**src/rtl/bdpc_pkg.sv**
```systemverilog
// Shared types and constants for the button debounce press classifier.
package bdpc_pkg;

   // Width of each configuration register
   localparam int unsigned CFG_WIDTH = 16;

   // Configuration register indexes
   localparam int unsigned CSR_INDEX_WIDTH = 2;
   localparam logic [CSR_INDEX_WIDTH-1:0] CSR_DEBOUNCE_TICKS = 2'd0;
   localparam logic [CSR_INDEX_WIDTH-1:0] CSR_SHORT_LIMIT    = 2'd1;
   localparam logic [CSR_INDEX_WIDTH-1:0] CSR_LONG_LIMIT     = 2'd2;

   // Reset values of the configuration registers
   localparam logic [CFG_WIDTH-1:0] DEBOUNCE_TICKS_RESET = 16'd50;
   localparam logic [CFG_WIDTH-1:0] SHORT_LIMIT_RESET    = 16'd350;
   localparam logic [CFG_WIDTH-1:0] LONG_LIMIT_RESET     = 16'd1000;

   // Press class codes
   typedef enum logic [1:0] {
      CLASS_NONE    = 2'd0,
      CLASS_SHORT   = 2'd1,
      CLASS_REGULAR = 2'd2,
      CLASS_LONG    = 2'd3
   } press_class_type;

   // Configuration handed from the register block to the press machine
   typedef struct packed {
      logic [CFG_WIDTH-1:0] debounce_ticks;
      logic [CFG_WIDTH-1:0] short_limit;
      logic [CFG_WIDTH-1:0] long_limit;
   } cfg_type;

endpackage

```
**src/rtl/bdpc_csr.sv**
```systemverilog
// Configuration registers of the button debounce press classifier.
module bdpc_csr (
   input  logic                                    clock,
   input  logic                                    reset,
   input  logic                                    write_en,
   input  logic [bdpc_pkg::CSR_INDEX_WIDTH-1:0]    write_index,
   input  logic [bdpc_pkg::CFG_WIDTH-1:0]          write_data,
   output bdpc_pkg::cfg_type                       cfg
);

   bdpc_pkg::cfg_type cfg_ff;

   // Register writes; an unused index is dropped
   always_ff @(posedge clock) begin
      if (reset) begin
         cfg_ff.debounce_ticks <= bdpc_pkg::DEBOUNCE_TICKS_RESET;
         cfg_ff.short_limit    <= bdpc_pkg::SHORT_LIMIT_RESET;
         cfg_ff.long_limit     <= bdpc_pkg::LONG_LIMIT_RESET;
      end else if (write_en) begin
         case (write_index)
            bdpc_pkg::CSR_DEBOUNCE_TICKS: cfg_ff.debounce_ticks <= write_data;
            bdpc_pkg::CSR_SHORT_LIMIT:    cfg_ff.short_limit    <= write_data;
            bdpc_pkg::CSR_LONG_LIMIT:     cfg_ff.long_limit     <= write_data;
            default: ;
         endcase
      end
   end

   assign cfg = cfg_ff;

endmodule

```
**src/rtl/bdpc_fsm.sv**
```systemverilog
// Debounce and press-duration state machine with its registered result.
module bdpc_fsm #(
   parameter int unsigned COUNT_WIDTH = 16
) (
   input  logic                       clock,
   input  logic                       reset,
   input  logic                       step,
   input  logic                       pin_level,
   input  bdpc_pkg::cfg_type          cfg,
   output bdpc_pkg::press_class_type  press_class,
   output logic                       press_done
);

   // Compare width covers both the counters and the 16-bit registers
   localparam int unsigned CMP_WIDTH =
      (COUNT_WIDTH > bdpc_pkg::CFG_WIDTH) ? COUNT_WIDTH : bdpc_pkg::CFG_WIDTH;
   localparam logic [COUNT_WIDTH-1:0] COUNT_MAX = {COUNT_WIDTH{1'b1}};

   typedef enum logic [1:0] {
      PH_IDLE      = 2'd0,
      PH_PRESSING  = 2'd1,
      PH_VERIFIED  = 2'd2,
      PH_RELEASING = 2'd3
   } phase_type;

   phase_type                 phase_ff, phase_in;
   logic [COUNT_WIDTH-1:0]    hold_count_ff, hold_count_in;
   logic [COUNT_WIDTH-1:0]    up_count_ff, up_count_in;
   bdpc_pkg::press_class_type last_class_ff, last_class_in;
   logic                      done_ff, done_in;

   logic                      down;
   logic [COUNT_WIDTH-1:0]    hold_inc, up_inc;
   logic [CMP_WIDTH-1:0]      hold_wide, up_wide;
   logic [CMP_WIDTH-1:0]      debounce_wide, short_wide, long_wide;

   assign down = ~pin_level;

   // Saturating increments
   assign hold_inc = (hold_count_ff == COUNT_MAX) ? COUNT_MAX
                                                  : hold_count_ff + 1'b1;
   assign up_inc   = (up_count_ff == COUNT_MAX) ? COUNT_MAX
                                                : up_count_ff + 1'b1;

   // Zero-extend everything to a common width for the compares
   assign hold_wide     = CMP_WIDTH'(hold_inc);
   assign up_wide       = CMP_WIDTH'(up_inc);
   assign debounce_wide = CMP_WIDTH'(cfg.debounce_ticks);
   assign short_wide    = CMP_WIDTH'(cfg.short_limit);
   assign long_wide     = CMP_WIDTH'(cfg.long_limit);

   // Next state for one tick
   always_comb begin
      phase_in      = phase_ff;
      hold_count_in = hold_count_ff;
      up_count_in   = up_count_ff;
      last_class_in = last_class_ff;
      done_in       = 1'b0;
      case (phase_ff)
         PH_IDLE: begin
            if (down) begin
               hold_count_in = '0;
               phase_in      = PH_PRESSING;
            end
         end
         PH_PRESSING: begin
            if (down) begin
               if (hold_wide >= debounce_wide) begin
                  hold_count_in = '0;
                  phase_in      = PH_VERIFIED;
               end else begin
                  hold_count_in = hold_inc;
               end
            end else begin
               phase_in = PH_IDLE;
            end
         end
         PH_VERIFIED: begin
            if (down) begin
               hold_count_in = hold_inc;
            end else begin
               up_count_in = '0;
               phase_in    = PH_RELEASING;
            end
         end
         PH_RELEASING: begin
            if (down) begin
               // bounce back to down: keep the held count
               phase_in = PH_VERIFIED;
            end else begin
               up_count_in = up_inc;
               if (up_wide >= debounce_wide) begin
                  hold_count_in = hold_inc;
                  if (hold_wide < short_wide) begin
                     last_class_in = bdpc_pkg::CLASS_SHORT;
                  end else if (hold_wide < long_wide) begin
                     last_class_in = bdpc_pkg::CLASS_REGULAR;
                  end else begin
                     last_class_in = bdpc_pkg::CLASS_LONG;
                  end
                  done_in  = 1'b1;
                  phase_in = PH_IDLE;
               end
            end
         end
         default: phase_in = PH_IDLE;
      endcase
   end

   // State and result registers advance only on an input transfer
   always_ff @(posedge clock) begin
      if (reset) begin
         phase_ff      <= PH_IDLE;
         hold_count_ff <= '0;
         up_count_ff   <= '0;
         last_class_ff <= bdpc_pkg::CLASS_NONE;
         done_ff       <= 1'b0;
      end else if (step) begin
         phase_ff      <= phase_in;
         hold_count_ff <= hold_count_in;
         up_count_ff   <= up_count_in;
         last_class_ff <= last_class_in;
         done_ff       <= done_in;
      end
   end

   assign press_class = last_class_ff;
   assign press_done  = done_ff;

endmodule

```
**src/rtl/button_debounce_press_classifier.sv**
```systemverilog
// Top level of the button debounce press classifier.
// One request per polling tick carries the raw level of an active-low button;
// each request produces exactly one response holding the sticky class of the
// last press (none, short, regular, long) and a done flag that is set on the
// tick a press is classified. A press and a release must each hold for
// more than debounce_ticks ticks; held ticks are counted with saturation at
// 2^COUNT_WIDTH-1 and compared against short_limit and long_limit. The block
// takes one tick per clock cycle: the state machine updates on the request
// transfer and the result sits in the response register, and a new request is
// accepted whenever that register is empty or being drained in the same cycle.
// Configuration writes are always accepted and should be made while no request is
// in flight.
module button_debounce_press_classifier #(
   parameter int unsigned COUNT_WIDTH = 16
) (
   input  logic                                 clock,
   input  logic                                 reset,
   // tick request
   input  logic                                 req_valid,
   output logic                                 req_ready,
   input  logic                                 req_pin_level,
   // classification response
   output logic                                 rsp_valid,
   input  logic                                 rsp_ready,
   output logic [1:0]                           rsp_press_class,
   output logic                                 rsp_press_done,
   // configuration writes
   input  logic                                 csr_valid,
   output logic                                 csr_ready,
   input  logic [bdpc_pkg::CSR_INDEX_WIDTH-1:0] csr_index,
   input  logic [bdpc_pkg::CFG_WIDTH-1:0]       csr_data
);

   bdpc_pkg::cfg_type         cfg;
   bdpc_pkg::press_class_type press_class;
   logic                      rsp_valid_ff, rsp_valid_in;
   logic                      step;

   assign csr_ready = 1'b1;
   assign req_ready = ~rsp_valid_ff | rsp_ready;
   assign step      = req_valid & req_ready;

   bdpc_csr u_csr (
      .clock       (clock),
      .reset       (reset),
      .write_en    (csr_valid),
      .write_index (csr_index),
      .write_data  (csr_data),
      .cfg         (cfg)
   );

   bdpc_fsm #(
      .COUNT_WIDTH (COUNT_WIDTH)
   ) u_fsm (
      .clock       (clock),
      .reset       (reset),
      .step        (step),
      .pin_level   (req_pin_level),
      .cfg         (cfg),
      .press_class (press_class),
      .press_done  (rsp_press_done)
   );

   // Response register occupancy
   assign rsp_valid_in = step | (rsp_valid_ff & ~rsp_ready);

   always_ff @(posedge clock) begin
      if (reset) begin
         rsp_valid_ff <= 1'b0;
      end else begin
         rsp_valid_ff <= rsp_valid_in;
      end
   end

   assign rsp_valid       = rsp_valid_ff;
   assign rsp_press_class = press_class;

endmodule

```
**config.mk**
```make
export PLATFORM = sky130hd
export DESIGN_NAME = button_debounce_press_classifier
export DESIGN_NICKNAME = d
export VERILOG_FILES = /design/src/rtl/bdpc_pkg.sv /design/src/rtl/bdpc_csr.sv /design/src/rtl/bdpc_fsm.sv /design/src/rtl/button_debounce_press_classifier.sv
export SDC_FILE = /design/constraint.sdc
export NUM_CORES = 1
export LEC_CHECK = 0
export BUFFER_PORTS_ARGS = -buffer_cell sky130_fd_sc_hd__buf_2
export CAP_MARGIN = 10
export CORE_MARGIN = 5
export CORE_UTILIZATION = 53
export CTS_BUF_LIST = sky130_fd_sc_hd__clkbuf_8 sky130_fd_sc_hd__clkbuf_16
export DETAILED_ROUTE_END_ITERATION = 16
export PLACE_DENSITY = 0.8
export SLEW_MARGIN = 20
export SYNTH_ARGS = -nofsm -noshare
export SYNTH_HDL_FRONTEND = slang
export SYNTH_SLANG_ARGS = --single-unit
```
**constraint.sdc**
```tcl
create_clock -name clock -period 6.5 [get_ports clock]
set_input_delay 0.65 -clock clock [delete_from_list [all_inputs] [get_ports clock]]
set_output_delay 0.65 -clock clock [all_outputs]
set_load 0.02 [all_outputs]
```
==> results of run 1 <==
==> cells in the final DEF, fill, tap and decap left out, drive strengths merged, types with 3 or more instances in the layout <==
| cell | count |
|---|---|
| nand2 | 133 |
| dfxtp | 86 |
| inv | 72 |
| a21oi | 67 |
| ha | 64 |
| buf | 31 |
| nor2 | 25 |
| o211ai | 22 |
| nand3 | 18 |
| o21ai | 16 |
| nand4 | 15 |
| o32ai | 13 |
| nor3 | 11 |
| clkbuf | 11 |
| nand2b | 9 |
| a22oi | 9 |
| xor2 | 8 |
| xnor2 | 8 |
| a31oi | 8 |
| and3 | 7 |
| and4 | 7 |
| a211oi | 6 |
| a21o | 5 |
| a41o | 4 |
| mux2 | 3 |
| o21a | 3 |
| a211o | 3 |
==> how the worst max path moves through the flow <==
| stage | startpoint | endpoint | slack [ns] | cells after the start |
|---|---|---|---|---|
| 6_report | u_fsm.up_count_ff[0] | u_fsm.hold_count_ff[7] | 2.24 | 11 |
| 2_1_floorplan | u_fsm.hold_count_ff[0] | u_fsm.hold_count_ff[10] | 3.16 | 15 |
| 5_1_grt | u_fsm.up_count_ff[0] | u_fsm.hold_count_ff[5] | 1.90 | 11 |
| 4_1_cts | u_fsm.up_count_ff[0] | u_fsm.hold_count_ff[5] | 2.28 | 11 |
| 3_3_place_gp | u_fsm.up_count_ff[0] | u_fsm.hold_count_ff[14] | 2.48 | 11 |
| 3_5_place_dp | u_fsm.up_count_ff[0] | u_fsm.hold_count_ff[15] | 2.30 | 11 |
==> power by group <==
part           internal [mW]  switching, mW  total (mW)
combinational         0.0304         0.0620      0.0924
sequential             0.539        0.00630       0.545
clock                  0.199          0.204       0.403
==> stage by stage <==
stage           util  power [mW]  instance area (um^2)  cells  hold slack [ns]
4_1_cts        0.575        1.04                  5830    845            0.459
5_1_grt        0.575        1.08                  5830    845            0.477
3_5_place_dp   0.555       0.648                  5630    829            0.445
6_report       0.575        1.04                  5830    845            0.459
2_1_floorplan      -       0.616                  5420    693            0.432
3_3_place_gp   0.555       0.644                  5630    829            0.445
==> state kept, by name, indices dropped and copies added (netlist names), named ones only <==
signal	cells
rsp_valid	1
u_csr.cfg	48
u_fsm.hold_count_ff	16
u_fsm.phase_ff	1
u_fsm.press_class	2
u_fsm.press_done	1
u_fsm.up_count_ff	16
==> worst register-to-register path: cells and delay by family, from the launching register on <==
kind / cells / cell delay (ns)
adder cells (fa/ha/maj): 2 / 0.61
flip-flops: 1 / 0.46
AND/OR/NAND/NOR: 5 / 1.77
AO/OA/AOI/OAI: 4 / 1.32
==> kinds of logic after synthesis <==
family / Yosys count / synth area share
buf+inv: 102 / 0.0741
compound gates: 180 / 0.220
flops: 86 / 0.317
xor+xnor: 16 / 0.0258
simple gates: 241 / 0.208
fa+ha+maj: 64 / 0.148
mux: 3 / 0.00623
other cells: 1 / 0.000692
==> layer usage <==
| layer | part of all wire | track usage | routed length [um] | vias to the layer above |
|---|---|---|---|---|
| met5 | 0 | 0 | 0 | - |
| met4 | 0.021 | 0.0730 | 296 | 0 |
| met3 | 0.057 | 0.0448 | 808 | 28 |
| met2 | 0.47 | 0.375 | 6680 | 137 |
| met1 | 0.45 | 0.299 | 6350 | 2385 |
| li1 | - | - | - | 2489 |
==> cell type report <==
type,instances,area (um^2),share of cell area
Timing Repair Buffer,31,163,0.0279
Sequential cell,86,1720,0.295
Clock buffer,11,151,0.0260
Tap cell,136,170,0.0292
Inverter,71,267,0.0457
Clock inverter,5,56.3,0.00965
Multi-Input combinational cell,505,3300,0.566
==> impl_metrics.py, run 1 <==
metrics = {
    "worst_setup_path": {
        "endpoint_kind": "register",
        "arrival_ns": 4.52,
        "worstPathRequired_ns": 6.76,
        "startpoint_type": "register",
        "crit_buf_inv": 0,
        "slowest_delay_ns": 0.71,
        "worstReg2RegEnd": "u_fsm.hold_count_ff[7]",
        "critPathSlowestCell": "or3_1",
        "cp_common_cell": "ha_1",
        "r2r_start": "u_fsm.up_count_ff[0]",
        "cp_max_fo": 23,
        "r2r_slack_ns": 2.24,
        "r2r_cells": 11,
        "crit_type": "reg -> reg",
        "path_cells": "ha_1 -> nand4_4 -> or3_1 -> and2_1 -> ha_1 -> nand2b_1 -> a2111oi_0 -> o21ai_0 -> a32oi_1 -> nand2_1 -> o32ai_1",
        "crit_family": "simple AND/OR/NAND/NOR gates",
    },
    "detailed_routing": {
        "first_pass_iters": 5,
        "ant_nets": 0,
        "vias_per_cell": 5.96,
        "post_drt_wl_per_cell_um": 16.7,
        "drc": 0,
        "vias": 5039,
        "wl_mm": 14.1,
        "drt-initial-drc-count": 333,
    },
    "floorplan": {
        "die_h_um": 111,
        "ios": 30,
        "rows": 37,
        "die_x_um": 111,
        "initial_core_util": 0.535,
        "die_area_um2": 12400,
        "coreArea_um2": 10100,
    },
    "clock_network": {
        "clock-root-buffer": "clkbuf_8",
        "ctsResizeCount": 0,
        "htree_levels": 3,
        "cts_setup_buffers": 0,
        "clk_pin_slew_worst_paths_ns": 0.09,
        "numCtsBuffers": 9,
        "holdBufCountCts": 0,
        "clkLatencyLatePin_ns": 0.37,
        "clock-sinks": 86,
        "ctsLongestPathBuffers": 2,
        "cts_tree": "yes",
    },
    "yosys": {
        "yosys-top-cells-area": "dfxtp_1 (32%), ha_1 (15%), nand2_1 (9.2%)",
        "syn_avg_cell_area_um2": 7.82,
        "synthArstFlopShare": 0,
        "synth_area_um2": 5420,
        "synth-main-ff-cell": "dfxtp_1",
        "yosysWarnings": 0,
        "yosysTopAreaCell": "dfxtp_1",
        "synthesis.nets": 781,
        "yosysSeqAreaShare": 0.317,
        "netlist_instances": 693,
        "synth_commonest_cells": "nand2_1 (133), dfxtp_1 (86), inv_1 (71)",
        "synth_most_common_cell": "nand2_1",
        "yosysTopAreaCellShare": 0.317,
        "synth-edff-count": 0,
        "synth_cell_type_count": 63,
        "ys_ff_latch": 86,
    },
    "cells_and_area": {
        "nets": 792,
        "antennaDiodeCount": 0,
        "fill_cells": 928,
        "syn_to_final_growth_pct": 7.57,
        "drive_above_1_share": 0.0846,
    },
    "global_route": {
        "gr-total-overflow": 0,
        "track_usage": 0.227,
        "grt_pass1_vias": 4739,
        "grt_start_max_net_pins": 71,
        "grt_pass1_wl_mm": 23.1,
        "antenna_found_initial": 0,
    },
    "placement": {
        "place.port_buffers": 28,
        "hpwl_mm": 10.6,
        "dp_slack_ns": 2.30,
        "place_congestion": 0.944,
    },
    "timing": {
        "period_share": 0.655,
        "setup_ws_ns": 2.24,
        "fin_skew_ns": 0.0163,
        "timing_hold_violations_final": 0,
        "fin_setup_tns_ns": 0,
        "rsz0062_at_grt": "false",
        "setup_viol": 0,
        "clock.fmax_mhz": 235,
        "tightest_slew_ns": 0.871,
        "drv_slew": 0,
        "min_period_ns": 4.26,
        "relSlewSlack": 0.418,
    },
    "power": {
        "ir_drop_uv": 113,
        "powerDensity_nw_per_um2": 178,
        "leakagePower_nw": 2.53,
    },
    "hold_path": {
        "hold_class": "reg -> reg",
        "hp-start": "u_fsm.press_class[1]",
        "whs_endpoint": "u_fsm.press_class[1]",
        "hold_depth": 2,
    },
    "status": {
        "status": "finished clean",
    },
    "run": {
        "maxCapViolCount": 0,
    },
}
(Power assumes the default switching activity.)
==> inputs of run 2 (changes only) <==
==> constraint.sdc (replaced) <==
create_clock -name clock -period 3.92 [get_ports clock]
set_input_delay 0.392 -clock clock [delete_from_list [all_inputs] [get_ports clock]]
set_output_delay 0.392 -clock clock [all_outputs]
set_load 0.02 [all_outputs]
==> impl_metrics.py, run 2 (synthesis results as in run 1) <==
metrics = {
    "timing": {
        "setup_viol": 0,
        "fin_setup_tns_ns": 0,
        "tightest_slew_ns": 1.07,
        "period_share": 0.963,
        "fin_skew_ns": 0.0154,
        "timing_hold_violations_final": 0,
        "relSlewSlack": 0.289,
        "drv_slew": 0,
        "min_period_ns": 3.78,
        "clock.fmax_mhz": 265,
    },
    "clock_network": {
        "ctsLongestPathBuffers": 2,
        "htree_levels": 3,
        "clock-sinks": 86,
        "clock-root-buffer": "clkbuf_8",
        "holdBufCountCts": 0,
        "numCtsBuffers": 9,
        "cts_tree": "yes",
        "clk_pin_slew_worst_paths_ns": 0.10,
        "clkLatencyLatePin_ns": 0.38,
    },
    "floorplan": {
        "coreArea_um2": 10100,
        "rows": 37,
        "die_x_um": 111,
        "die_h_um": 111,
        "ios": 30,
        "initial_core_util": 0.535,
        "die_area_um2": 12400,
    },
    "cells_and_area": {
        "nets": 801,
        "antennaDiodeCount": 0,
        "layout_common_cells": "nand2_1 (132), dfxtp_1 (86), inv_1 (71)",
        "final_common_cell": "nand2_1",
        "drive_above_1_share": 0.102,
        "fin_cells": 854,
        "largest_register_ffs": 48,
        "syn_to_final_growth_pct": 9.04,
    },
    "global_route": {
        "track_usage": 0.231,
        "grt_pass1_wl_mm": 23.7,
        "grt_pass1_vias": 4839,
        "gr-total-overflow": 0,
        "antenna_found_initial": 0,
        "grt_start_max_net_pins": 70,
    },
    "detailed_routing": {
        "vias_per_cell": 6.06,
        "ant_nets": 0,
        "drt-initial-drc-count": 494,
        "drc": 0,
        "post_drt_wl_per_cell_um": 17.1,
        "vias": 5178,
        "first_pass_iters": 5,
        "wl_mm": 14.6,
    },
    "hold_path": {
        "hold_depth": 3,
        "hold_class": "in -> reg",
    },
    "placement": {
        "numPlacedInstances": 838,
        "hpwl_mm": 10.6,
        "place_congestion": 0.937,
        "place.port_buffers": 28,
    },
    "worst_setup_path": {
        "endpoint_kind": "register",
        "r2r_cells": 10,
        "crit_type": "reg -> reg",
        "startpoint_type": "register",
        "cp_max_fo": 13,
        "worstPathRequired_ns": 4.21,
        "arrival_ns": 4.06,
    },
    "power": {
        "leakagePower_nw": 2.57,
        "powerDensity_nw_per_um2": 293,
        "ir_drop_uv": 210,
    },
    "status": {
        "status": "finished clean",
    },
    "run": {
        "maxCapViolCount": 0,
    },
}
[run 2: area by class of cell]
| type | count | area, um^2 |
|---|---|---|
| well taps | 136 | 170 |
| fillers | 909 | 4230 |
| flip-flops and latches | 86 | 1720 |
| inverters | 71 | 267 |
| multi-input cells | 505 | 3320 |
| clock inverters | 6 | 68.8 |
| repair buffers | 40 | 230 |
| clock buffers | 10 | 138 |
[run 2: critical path, cell delays in order (launching register included)]
cell and delay (ns):
dfxtp_1 0.41, ha_1 0.25, nand4_1 0.24, or4_4 0.59, nand2b_1 0.28, ha_1 0.30, a2111oi_0 0.48, nor4_1 0.19
o31ai_2 0.31, a21bo_2 0.38, o32ai_1 0.25
[run 2: stage by stage]
| step | worst slack [ns] | utilization | hold WS, ns | area, um^2 | power (mW) |
|---|---|---|---|---|---|
| final | 0.144 | 0.583 | 0.265 | 5910 | 1.73 |
| after global routing | -0.0343 | 0.583 | 0.269 | 5910 | 1.79 |
| after CTS | 0.0546 | 0.582 | 0.257 | 5900 | 1.73 |
| after detailed placement | 0.0783 | 0.562 | 0.448 | 5690 | 1.08 |
| after global placement | 0.129 | 0.562 | 0.444 | 5690 | 1.07 |
| after floorplan | 0.584 | - | 0.432 | 5420 | 1.02 |
[run 2: metal layers]
layer  vias to the layer above  track usage  share of wire
li1                       2500            -              -
met1                      2423        0.306           0.44
met2                       215        0.373           0.46
met3                        40       0.0426          0.070
met4                         0       0.0908          0.032
met5                         -            0              0
[run 2: worst paths after layout]
path	start	to	slack (ns)
worst max-delay path	u_fsm.hold_count_ff[1]	u_fsm.hold_count_ff[8]	0.14
worst min-delay path	csr_data[11]	u_csr.cfg[11]	0.27
worst max register to register	u_fsm.hold_count_ff[1]	u_fsm.hold_count_ff[8]	0.14
worst min register to register	u_csr.cfg[29]	u_csr.cfg[29]	0.46
[run 2: timing repair]
item,CTS,global route
gates resized for setup,0,4
setup buffers,0,0
setup endpoints to repair,0,20
[run 2: power by group]
group	switching, mW	total [mW]	internal, mW
Clock	0.352	0.669	0.317
Combinational	0.104	0.156	0.0524
Sequential	0.0108	0.905	0.894
==> inputs of run 3 (changes only) <==
--- a/config.mk
+++ b/config.mk
@@ -11,7 +11,10 @@
 export CORE_UTILIZATION = 53
 export CTS_BUF_LIST = sky130_fd_sc_hd__clkbuf_8 sky130_fd_sc_hd__clkbuf_16
 export DETAILED_ROUTE_END_ITERATION = 16
+export MAX_ROUTING_LAYER = met4
 export PLACE_DENSITY = 0.8
+export SETUP_SLACK_MARGIN = 0.5
+export SKIP_LAST_GASP = 1
 export SLEW_MARGIN = 20
 export SYNTH_ARGS = -nofsm -noshare
 export SYNTH_HDL_FRONTEND = slang
==> impl_metrics.py, run 3 (synthesis results as in run 1) <==
metrics = {
    "status": {
        "status": "finished clean",
    },
    "floorplan": {
        "die_h_um": 111,
        "ios": 30,
        "die_x_um": 111,
        "coreArea_um2": 10100,
        "initial_core_util": 0.535,
        "die_area_um2": 12400,
        "rows": 37,
    },
    "timing": {
        "timing_hold_violations_final": 0,
        "min_period_ns": 3.40,
        "period_share": 0.867,
        "relSlewSlack": 0.260,
        "fin_skew_ns": 0.0197,
        "setup_viol": 0,
        "tightest_slew_ns": 1.11,
        "setup_ws_ns": 0.522,
        "drv_slew": 0,
        "rsz0062_at_grt": "false",
        "clock.fmax_mhz": 294,
        "fin_setup_tns_ns": 0,
    },
    "worst_setup_path": {
        "crit_type": "reg -> reg",
        "arrival_ns": 3.68,
        "startpoint_type": "register",
        "worstPathRequired_ns": 4.20,
        "cp_max_fo": 7,
        "endpoint_kind": "register",
    },
    "global_route": {
        "grt_pass1_vias": 4927,
        "gr-total-overflow": 0,
        "antenna_found_initial": 0,
        "grt_start_max_net_pins": 70,
        "track_usage": 0.242,
        "grt_pass1_wl_mm": 23.9,
    },
    "placement": {
        "place_congestion": 0.900,
        "place.port_buffers": 28,
        "dp_slack_ns": 0.140,
        "hpwl_mm": 10.6,
    },
    "detailed_routing": {
        "drc": 0,
        "vias": 5204,
        "ant_nets": 0,
        "wl_mm": 14.9,
        "vias_per_cell": 6.00,
        "first_pass_iters": 7,
        "drt-initial-drc-count": 444,
        "post_drt_wl_per_cell_um": 17.2,
    },
    "cells_and_area": {
        "drive_above_1_share": 0.168,
        "layout_common_cells": "nand2_1 (132), inv_1 (71), dfxtp_1 (70)",
        "nets": 815,
        "antennaDiodeCount": 0,
        "final_common_cell": "nand2_1",
        "largest_register_ffs": 48,
        "syn_to_final_growth_pct": 15.6,
    },
    "clock_network": {
        "clk_pin_slew_worst_paths_ns": 0.10,
        "numCtsBuffers": 9,
        "htree_levels": 3,
        "clock-root-buffer": "clkbuf_8",
        "clkLatencyLatePin_ns": 0.37,
        "cts_tree": "yes",
        "clock-sinks": 86,
        "ctsLongestPathBuffers": 2,
        "holdBufCountCts": 0,
    },
    "power": {
        "leakagePower_nw": 2.69,
        "ir_drop_uv": 200,
        "powerDensity_nw_per_um2": 287,
    },
    "run": {
        "maxCapViolCount": 0,
    },
    "hold_path": {
        "hold_class": "in -> reg",
    },
}
[run 3: critical path, stage by stage (launching register included)]
cell and delay, ns:
dfxtp_4 0.39, ha_4 0.15, nand4_1 0.16, or4_4 0.61
buf_4 0.18, nand2_1 0.07, mux2_4 0.19, ha_1 0.27
a21oi_2 0.20, o2111ai_2 0.18, o31ai_4 0.34, a21bo_4 0.31
o32ai_1 0.23
[run 3: layout make-up]
class / instances / area (um^2)
clock buffer: 11 / 151
clock inverter: 5 / 81.3
fill: 881 / 3870
inverter: 71 / 267
multi-input combinational: 507 / 3520
sequential: 86 / 1750
tap: 136 / 170
timing repair buffer: 52 / 324
[run 3: report_power, final]
| part | total, mW | internal (mW) | switching, mW |
|---|---|---|---|
| Sequential | 0.903 | 0.891 | 0.0117 |
| Combinational | 0.169 | 0.0605 | 0.108 |
| Clock | 0.730 | 0.394 | 0.336 |
| Total | 1.80 | 1.35 | 0.456 |
[run 3: what timing repair did]
action | 4_1_cts | 5_1_grt
endpoints found under the setup margin | 20 | 21
gates resized for setup | 11 | 50
buffers inserted | 4 | 8
pin swaps | 4 | 7
cloned | 1 | 1
[run 3: through the flow]
step                      utilization  hold slack [ns]  area (um^2)  total power, mW  std cells
after floorplan                     -            0.432         5420             1.02        693
after global placement          0.562            0.446         5690             1.07        838
after detailed placement        0.562            0.448         5690             1.07        838
after CTS                       0.593            0.257         6010             1.80        859
after global routing            0.618            0.268         6270             1.87        868
final                           0.618            0.270         6270             1.80        868
[run 3: path summary, 6_finish.rpt]
path                     startpoint                      end  slack [ns]  depth (start not counted)
max          u_fsm.hold_count_ff[0]  u_fsm.hold_count_ff[13]        0.52                         12
min                       req_valid                rsp_valid        0.27                          3
max reg2reg  u_fsm.hold_count_ff[0]  u_fsm.hold_count_ff[13]        0.52                         12
min reg2reg           u_csr.cfg[15]            u_csr.cfg[15]        0.46                          2
[run 3: routing by layer]
metal / routed length (um) / vias up / part of all wire / global-route usage
li1: - / 2532 / - / -
met1: 6560 / 2452 / 0.44 / 0.304
met2: 6880 / 176 / 0.46 / 0.379
met3: 999 / 44 / 0.067 / 0.0502
met4: 501 / 0 / 0.034 / 0.102
met5: 0 / - / 0 / -
